$ cat config.mk
export PLATFORM = sky130hd
export DESIGN_NAME = posting_entry_parse_validate_top
export DESIGN_NICKNAME = d
export VERILOG_FILES = /design/src/hdl/pepv_pkg.sv /design/src/hdl/posting_entry_parse_validate_top.sv /design/src/hdl/pepv_parser.sv
export SDC_FILE = /design/constraint.sdc
export NUM_CORES = 1
export LEC_CHECK = 0
export ABC_AREA = 0
export BUFFER_PORTS_ARGS = -buffer_cell sky130_fd_sc_hd__buf_2
export CAP_MARGIN = 40
export CORE_UTILIZATION = 60
export DETAILED_ROUTE_END_ITERATION = 7
export GPL_TIMING_DRIVEN = 0
export PLACE_DENSITY = 0.8
export SYNTH_ARGS = -nofsm -noshare
export SYNTH_HDL_FRONTEND = slang
export SYNTH_SLANG_ARGS = --single-unit
$ cat constraint.sdc
create_clock -name i_clk -period 12.8 [get_ports i_clk]
set_input_delay 1.28 -clock i_clk [delete_from_list [all_inputs] [get_ports i_clk]]
set_output_delay 1.28 -clock i_clk [all_outputs]
set_load 0.02 [all_outputs]
$ cat src/hdl/pepv_pkg.sv
package pepv_pkg;

    typedef enum logic [1:0] {
        ST_OK        = 2'd0,
        ST_TRUNCATED = 2'd1,
        ST_ZERO_HITS = 2'd2,
        ST_DUPLICATE = 2'd3
    } t_status;

    typedef struct packed {
        logic [7:0] data_byte;
        logic       last_byte;
    } t_in_item;

    typedef struct packed {
        logic [31:0] doc_id;
        logic        hit_present;
        logic [15:0] hit_raw;
        logic        is_field_hit;
        logic [5:0]  field_kind;
        logic [15:0] position;
        logic [7:0]  hit_index;
        logic        entry_end;
        t_status     status;
        logic        stream_end;
    } t_out_item;

endpackage

$ cat src/hdl/posting_entry_parse_validate_top.sv
// Channel   Direction  Handshake                  Payload
// input     in         i_in_valid / o_in_stall    i_in  (t_in_item: data_byte, last_byte)
// result    out        o_out_valid / i_out_stall  o_out (t_out_item: decoded hit and verdict)
//
// One byte is taken per cycle while o_in_stall is low; a result, when the byte gives one, is
// registered into a two-entry output buffer. The byte is decoded against the parser state
// in the same cycle it is taken.
// Reset (i_rst_n low at a rising edge) clears the parser and empties the buffer.
// o_in_stall rises only once both output entries are held; it falls as soon as the
// consumer takes one.
module posting_entry_parse_validate_top (
    input  logic                i_clk,
    input  logic                i_rst_n,
    input  logic                i_in_valid,
    output logic                o_in_stall,
    input  pepv_pkg::t_in_item  i_in,
    output logic                o_out_valid,
    input  logic                i_out_stall,
    output pepv_pkg::t_out_item o_out
);
    import pepv_pkg::*;

    logic      in_take;
    logic      out_take;
    logic      res_valid;
    logic      push;
    t_out_item res;

    // output register and skid entry behind it
    logic      r_out_valid;
    t_out_item r_out;
    logic      r_skid_valid;
    t_out_item r_skid;

    // stall upstream only while the skid entry is occupied
    assign o_in_stall  = r_skid_valid;
    assign in_take     = i_in_valid && !r_skid_valid;
    assign out_take    = r_out_valid && !i_out_stall;
    assign push        = in_take && res_valid;
    assign o_out_valid = r_out_valid;
    assign o_out       = r_out;

    pepv_parser u_parser (
        .i_clk       (i_clk),
        .i_rst_n     (i_rst_n),
        .i_accept    (in_take),
        .i_item      (i_in),
        .o_res_valid (res_valid),
        .o_res       (res)
    );

    always_ff @(posedge i_clk) begin
        if (!i_rst_n) begin
            r_out_valid  <= 1'b0;
            r_skid_valid <= 1'b0;
        end else if (out_take) begin
            if (r_skid_valid) begin
                // advance the skid entry; no transfer arrives while it is held
                r_out        <= r_skid;
                r_skid_valid <= 1'b0;
            end else begin
                r_out_valid <= push;
                r_out       <= res;
            end
        end else if (push) begin
            if (!r_out_valid) begin
                r_out_valid <= 1'b1;
                r_out       <= res;
            end else begin
                // hold the new result behind the stalled one
                r_skid_valid <= 1'b1;
                r_skid       <= res;
            end
        end
    end

endmodule

$ cat src/hdl/pepv_parser.sv
module pepv_parser (
    input  logic              i_clk,
    input  logic              i_rst_n,
    input  logic              i_accept,
    input  pepv_pkg::t_in_item i_item,
    output logic              o_res_valid,
    output pepv_pkg::t_out_item o_res
);
    import pepv_pkg::*;

    typedef enum logic [2:0] {
        PH_DOC0  = 3'd0,
        PH_DOC1  = 3'd1,
        PH_DOC2  = 3'd2,
        PH_DOC3  = 3'd3,
        PH_COUNT = 3'd4,
        PH_HIGH  = 3'd5,
        PH_LOW   = 3'd6
    } t_phase;

    localparam logic [15:0] FIELD_MAX_FLOOR = 16'hbfff;
    localparam logic [15:0] BODY_TOLERATED  = 16'h3fff;
    localparam logic [7:0]  FIELD_POS_MAX   = 8'hff;

    t_phase      r_phase, n_phase;
    logic [31:0] r_doc, n_doc;
    logic [7:0]  r_expected, n_expected;
    logic [7:0]  r_seen, n_seen;
    logic [7:0]  r_high, n_high;
    logic [15:0] r_prev, n_prev;
    logic        r_prev_valid, n_prev_valid;
    logic        r_halted, n_halted;

    logic [15:0] word;
    logic [7:0]  seen_inc;
    logic        dup;
    logic        done;
    logic        res_hit;
    logic        res_ends;
    t_status     res_status;
    logic        res_last;
    logic [31:0] res_doc;
    logic        field;

    assign word     = {r_high, i_item.data_byte};
    assign seen_inc = r_seen + 8'd1;
    assign dup      = r_prev_valid && (r_prev == word)
                      && ((word < FIELD_MAX_FLOOR) || (word[7:0] != FIELD_POS_MAX))
                      && (word != BODY_TOLERATED);
    assign done     = (seen_inc >= r_expected);

    always_comb begin
        n_phase      = r_phase;
        n_doc        = r_doc;
        n_expected   = r_expected;
        n_seen       = r_seen;
        n_high       = r_high;
        n_prev       = r_prev;
        n_prev_valid = r_prev_valid;
        n_halted     = r_halted;
        o_res_valid  = 1'b0;
        res_hit      = 1'b0;
        res_ends     = 1'b0;
        res_status   = ST_OK;
        res_last     = i_item.last_byte;
        res_doc      = r_doc;

        if (r_halted) begin
            // drop everything until the closing byte
            o_res_valid = i_item.last_byte;
        end else begin
            unique case (r_phase)
                PH_DOC0, PH_DOC1, PH_DOC2, PH_DOC3: begin
                    n_doc       = {r_doc[23:0], i_item.data_byte};
                    n_phase     = t_phase'(r_phase + 3'd1);
                    res_doc     = n_doc;
                    o_res_valid = i_item.last_byte;
                    res_ends    = 1'b1;
                    res_status  = ST_TRUNCATED;
                end
                PH_COUNT: begin
                    n_expected   = i_item.data_byte;
                    n_seen       = 8'd0;
                    n_prev_valid = 1'b0;
                    n_phase      = PH_HIGH;
                    res_ends     = 1'b1;
                    if (i_item.data_byte == 8'd0) begin
                        o_res_valid = 1'b1;
                        res_status  = ST_ZERO_HITS;
                        n_halted    = 1'b1;
                    end else begin
                        o_res_valid = i_item.last_byte;
                        res_status  = ST_TRUNCATED;
                    end
                end
                PH_HIGH: begin
                    n_high      = i_item.data_byte;
                    n_phase     = PH_LOW;
                    o_res_valid = i_item.last_byte;
                    res_ends    = 1'b1;
                    res_status  = ST_TRUNCATED;
                end
                PH_LOW: begin
                    n_seen       = seen_inc;
                    n_prev       = word;
                    n_prev_valid = 1'b1;
                    o_res_valid  = 1'b1;
                    res_hit      = 1'b1;
                    if (dup) begin
                        res_ends   = 1'b1;
                        res_status = ST_DUPLICATE;
                        n_halted   = 1'b1;
                    end else if (done) begin
                        res_ends     = 1'b1;
                        n_phase      = PH_DOC0;
                        n_doc        = 32'd0;
                        n_prev_valid = 1'b0;
                    end else if (i_item.last_byte) begin
                        res_ends   = 1'b1;
                        res_status = ST_TRUNCATED;
                    end else begin
                        n_phase = PH_HIGH;
                    end
                end
                default: begin
                    n_phase = PH_DOC0;
                end
            endcase
        end

        // the closing byte returns the parser to its reset state
        if (i_item.last_byte) begin
            n_phase      = PH_DOC0;
            n_doc        = 32'd0;
            n_expected   = 8'd0;
            n_seen       = 8'd0;
            n_high       = 8'd0;
            n_prev       = 16'd0;
            n_prev_valid = 1'b0;
            n_halted     = 1'b0;
        end
    end

    assign field = res_hit && (word[15:14] == 2'b11);

    always_comb begin
        o_res.doc_id       = res_doc;
        o_res.hit_present  = res_hit;
        o_res.hit_raw      = res_hit ? word : 16'd0;
        o_res.is_field_hit = field;
        o_res.field_kind   = field ? word[13:8] : 6'd0;
        o_res.position     = res_hit ? (field ? {8'd0, word[7:0]} : word) : 16'd0;
        o_res.hit_index    = res_hit ? r_seen : 8'd0;
        o_res.entry_end    = res_ends;
        o_res.status       = res_status;
        o_res.stream_end   = res_last;
    end

    always_ff @(posedge i_clk) begin
        if (!i_rst_n) begin
            r_phase      <= PH_DOC0;
            r_doc        <= 32'd0;
            r_expected   <= 8'd0;
            r_seen       <= 8'd0;
            r_high       <= 8'd0;
            r_prev       <= 16'd0;
            r_prev_valid <= 1'b0;
            r_halted     <= 1'b0;
        end else if (i_accept) begin
            r_phase      <= n_phase;
            r_doc        <= n_doc;
            r_expected   <= n_expected;
            r_seen       <= n_seen;
            r_high       <= n_high;
            r_prev       <= n_prev;
            r_prev_valid <= n_prev_valid;
            r_halted     <= n_halted;
        end
    end

endmodule
# --- Word level (Yosys, flattened, before mapping) ---
# Index checks and enable logic that the tools add are counted.
totals:
  ff_bits: 247
  inputBits: 13
  out_inout_bits: 86
  wordCells: 145
classes:
  n_addsub: 2
  magnitude_cmp: 2
  n_eq_ne: 15
  mux: 62
  bitwise_logic: 2
  reduce_logical: 32
op_table:
  columns: ["cell", "count"]
  rows:
  - ["$mux W84", 4]
  - ["$mux W32", 6]
  - ["$mux W16", 6]
  - ["$mux W8", 9]
  - ["$pmux W32 S2", 1]
  - ["$mux W1", 20]
  - ["$reduce_and A3 Y1", 6]
  - ["$eq A16 B16 Y1", 1]
  - ["$lt A16 B16 Y1 const B", 1]
  - ["$ne A16 B14 Y1 const B", 1]
  - ["$pmux W8 S2", 1]
  - ["$mux W3", 4]
  - ["$pmux W3 S4", 1]
  - ["$eq A3 B3 Y1 const B", 3]
  - ["$add A8 B1 Y8 const B", 1]
  - ["$ge A8 B8 Y1", 1]
  - ["$logic_not A8 Y1", 1]
  - ["$mux W2", 4]
  - ["$ne A8 B8 Y1 const B", 1]
  - ["$reduce_bool A2 Y1", 4]
  - ["$logic_and A1 B1 Y1", 7]
  - ["$eq A3 B2 Y1 const B", 2]
  - ["$mux W6", 1]
  - ["$ne A2 B2 Y1 const B", 3]
  - ["other kinds (20)", 26]

# --- Longest topological paths before layout ---
logic_depth:
  depth_word: 10
  mapped_depth: 12
  mapped_depth_nobuf: 11

# --- Modules after synthesis ---
# From an unflattened synthesis, not the netlist that was laid out.
unflattened:
  cells_unflattened: 826
  hier_area_um2: 11128.2
modules_own_cells:
  columns: ["mod", "instances", "cells_each", "area_each_um2", "seq_area_each_um2"]
  rows:
  - ["posting_entry_parse_validate_top", 1, 275, 6424.9, 5084.9]
  - ["pepv_parser", 1, 551, 4703.3, 1541.5]

# --- Worst setup path after synthesis ---
# No wires, ideal clock.
synth_path:
  path_kind: "input to register"
  startpoint: "input port i_in[4] (netlist name)"
  endpoint: "register r_out (netlist bit o_out[0]), enable pin"
  setup_ns: 0.519
  arrival_ns: 5.706
  required_time_ns: 12.281
  path_slack_ns: 6.574
  stages: 6
  path_buffers: 0
  path_cell_list: "or4_1 -> nor2_1 -> nand3_1 -> a21oi_1 -> o31ai_1 -> o21ai_1"
synth_via:
  elab_chain_cells: 7
synth_lines:
  columns: ["item", "line", "source"]
  rows:
  - ["start: declaration", "posting_entry_parse_validate_top.sv:16", "input pepv_pkg::t_in_item i_in,"]
  - ["$logic_not A8 Y1", "pepv_parser.sv:87", "if (i_item.data_byte == 8'd0) begin"]
  - ["$mux W1", "pepv_parser.sv:87", null]
  - ["$pmux W1 S3", "pepv_parser.sv:72", "unique case (r_phase)"]
  - ["$mux W1", "pepv_parser.sv:68", "if (r_halted) begin"]
  - ["$logic_and A1 B1 Y1", "posting_entry_parse_validate_top.sv:39", "assign push = in_take && res_valid;"]
  - ["$reduce_bool A2 Y1 (no source line)", null, null]
  - ["$reduce_and A3 Y1 (no source line)", null, null]
  - ["end signal: assignment", "posting_entry_parse_validate_top.sv:59", "r_out <= r_skid;"]
  - ["end signal: assignment", "posting_entry_parse_validate_top.sv:63", "r_out <= res;"]
  - ["end signal: assignment", "posting_entry_parse_validate_top.sv:68", "r_out <= res;"]
  - ["end: declaration", "posting_entry_parse_validate_top.sv:31", "t_out_item r_out;"]
# No other way between the ends.
# A chain may end at the register's enable or synchronous reset.

# --- Final worst setup path ---
layout_path:
  startpoint: "input port i_in[4] (netlist name)"
  endpoint: "register r_skid[0] (netlist name), enable pin"
layout_via:
  elab_chain_cells: 6
layout_lines:
  columns: ["item", "line", "source"]
  rows:
  - ["$logic_not A8 Y1", "pepv_parser.sv:87", null]
  - ["$mux W1", "pepv_parser.sv:87", null]
  - ["$pmux W1 S3", "pepv_parser.sv:72", null]
  - ["$mux W1", "pepv_parser.sv:68", null]
  - ["$logic_and A1 B1 Y1", "posting_entry_parse_validate_top.sv:39", null]
  - ["$reduce_and A4 Y1 (no source line)", null, null]
  - ["end signal: assignment", "posting_entry_parse_validate_top.sv:72", "r_skid <= res;"]
  - ["end: declaration", "posting_entry_parse_validate_top.sv:33", "t_out_item r_skid;"]
# No other way between the ends.

==> metrics.csv <==
metric,value,unit
Post-synth ARST share,0,%
crit path launch,i_in[4],
Post-CTS Hold Fix Bufs,0,
Clock Skew,21.9,ps
Power Dens Cells,134,mW/mm2
Clock Pin Slew Worst Setup and Hold Paths,60,ps
final WL,21900,um
WS Path Type,in2reg,
# clock sinks,231,
DRT antenna net count,0,
synthesized area,0.00999,mm2
Synth Register Bits,231,
Die ar.,0.0172,mm2
R2R Path End,o_out[3],
max frequency,282,MHz
most numerous cell in the Yosys netlist,edfxtp_1,
"Max FO, Critical Path",32,
Worst-Margin Slew,880,ps
Max stage delay on crit path,700,ps
Max-Cap Viols,0,
core area,0.0161,mm2
Final Instance Area,0.0116,mm2
CP Data Required Time,13010,ps
FF-to-FF Start,u_parser.r_seen[0],
Post-Syn Nets,802,
Worst-Skew Late Latency,520,ps
Avg Vias per Cell,5.89,
CP Cell Sequence,"buf_2, or4_1, nor2_1, nand3_1, a21oi_1, o31ai_1, buf_2, nor2_4, buf_12",
Post-synth EDFFs,152,
htree depth,1,
sequential fraction of the synthesis area,61.5,%
"Primary FF master, synth",edfxtp_1,
Post-CTS Setup Inserts,0,
post-synthesis cell count,775,
DP Area,0.0109,mm2
critical path data arrival time,3750,ps
Reg2Reg Setup Slack,9610,ps
Syn Area/Cell,12.9,um2
# nets final,930,
# rows,46,
Worst setup SP type,input pin,
status,"complete, no violations",
cell taking the most area after synthesis,edfxtp_1,
layout cells sized above 1,26.2,%
TritonCTS clock tree,built,
I/O pin total,99,
dpl hpwl,15400,um
# port buffers,98,
period utilization,27.7,%
Final Hold Viols,0,
number of global-route vias before repair,6437,
Hold Startpoint,u_parser.r_doc[27],
Reg2Reg Depth,10,
Die Ht,131,um
GR Overflow Total,0,
synth cell count leaders,"edfxtp_1, dfxtp_1, nand2_1",
CP max stage cell,nor2_4,
Ant. Diodes,0,
largest net degree at the start of global routing,33,
unrepaired setup endpoints after global routing,no,
all-layer global routing usage,26.4,%
Worst Setup EP,r_skid[0],
first-pass GRT wire length,34300,um
synth warn,0,
Starting Density,62.2,%
Vias,6689,
share of the synthesized area in the top cell type,45.7,%
Die X,131,um
DR pass1 iterations,5,
gpl congestion,0.894,
Slew HR,41.2,%
Max Root-Sink Buffers,3,
LEAKAGE,4.40,nW
Num CTS Buffers,23,
1st-iter DRT viols,516,
root buf cell,clkbuf_16,
DRC viols,0,
routed length per instance,19.3,um
Synth area leaders,"edfxtp_1, dfxtp_1, mux2_2, mux2_1, and2_1",
# setup viols final,0,
Setup TNS,0,ps
endpoint kind of the worst setup timing path,flip-flop,
initial antenna violation count,0,
Max Slew Vio Count,0,
post-layout min period,3540,ps
Area Growth Syn to Fin,16.1,%
CP dominant cell by count,buf_2,
Peak VDD IR,0.103,mV
post-synthesis cell type count,60,
path category of the worst min-delay check,reg2reg,
Resized Gates After CTS,0,
logic make-up after synthesis:
logic type | after synthesis | synth area share (%)
flip-flops | 231 | 61.5
AND/OR/NAND/NOR | 212 | 11.1
AO/OA/AOI/OAI | 138 | 10.1
multiplexers | 89 | 10.0
buffers and inverters | 69 | 3.48
XOR/XNOR | 22 | 2.00
adder cells (fa/ha/maj) | 14 | 1.75
area by class of cell:
| class | count | area [um2] |
|---|---|---|
| Buffer | 49 | 273 |
| Clock buffer | 34 | 627 |
| Clock inverter | 8 | 109 |
| Fill cell | 1061 | 4460 |
| Inverter | 20 | 75.1 |
| Multi-Input combinational cell | 475 | 3510 |
| Sequential cell | 231 | 6150 |
| Tap cell | 216 | 270 |
| Timing Repair Buffer | 103 | 583 |
power breakdown:
group | switching [W] | internal, W | total, W | leakage [nW]
combinational | 0.0000545 | 0.0000272 | 0.0000817 | 2.04
sequential | 0.00000466 | 0.000803 | 0.000807 | 2.01
clock | 0.000277 | 0.000383 | 0.000660 | 0.350
routing by layer:
layer,vias to the layer above,global-route usage [%],wire length (um)
li1,3101,-,-
met1,3288,36.3,9700
met2,258,42.9,10400
met3,42,3.91,1220
met4,0,9.60,570
met5,-,0,0
cell usage in the layout, fill, tap and decap left out, drive strengths merged, types with 23 or more instances in the layout:
| cell | instances |
|---|---|
| a22o | 25 |
| and2 | 44 |
| buf | 133 |
| clkbuf | 53 |
| dfxtp | 79 |
| edfxtp | 152 |
| mux2 | 87 |
| nand2 | 61 |
| nand3 | 26 |
| nor2 | 28 |
| nor2b | 23 |
| o21ai | 40 |
stage by stage:
stage | hold slack [ps] | setup slack, ps | cells | total power [W] | util (%)
floorplan | 435 | 6570 | 775 | 0.000875 | -
global placement | 451 | 4890 | 1089 | 0.000901 | 66.9
detailed placement | 455 | 8750 | 1094 | 0.000903 | 67.6
CTS | 475 | 9260 | 1136 | 0.00155 | 72.2
global route | 490 | 9110 | 1136 | 0.00159 | 72.2
finish | 483 | 9260 | 1136 | 0.00155 | 72.2
registers in the layout, summed over array words and instances (netlist names):
signal and count:
o_in_stall 1, o_out 76, o_out_valid 1, r_skid 76, u_parser.r_doc 32, u_parser.r_expected 8
u_parser.r_halted 1, u_parser.r_high 8, u_parser.r_phase 3, u_parser.r_prev 16, u_parser.r_prev_valid 1, u_parser.r_seen 8
critical path: cells and delay by family:
kind | cells | cell delay, ps
AO/OA/AOI/OAI | 2 | 250
AND/OR/NAND/NOR | 4 | 1550
buffers and inverters | 3 | 640
how the worst min path moves through the flow:
stage	end	slack, ps	depth (start not counted)
final	u_parser.r_doc[27]	480	1
after global routing	u_parser.r_doc[26]	490	1
after CTS	u_parser.r_doc[26]	470	1
after detailed placement	u_parser.r_doc[30]	460	1
after global placement	u_parser.r_doc[26]	450	1
after floorplan	u_parser.r_doc[24]	440	1
Power figures use the tool's default switching activity.
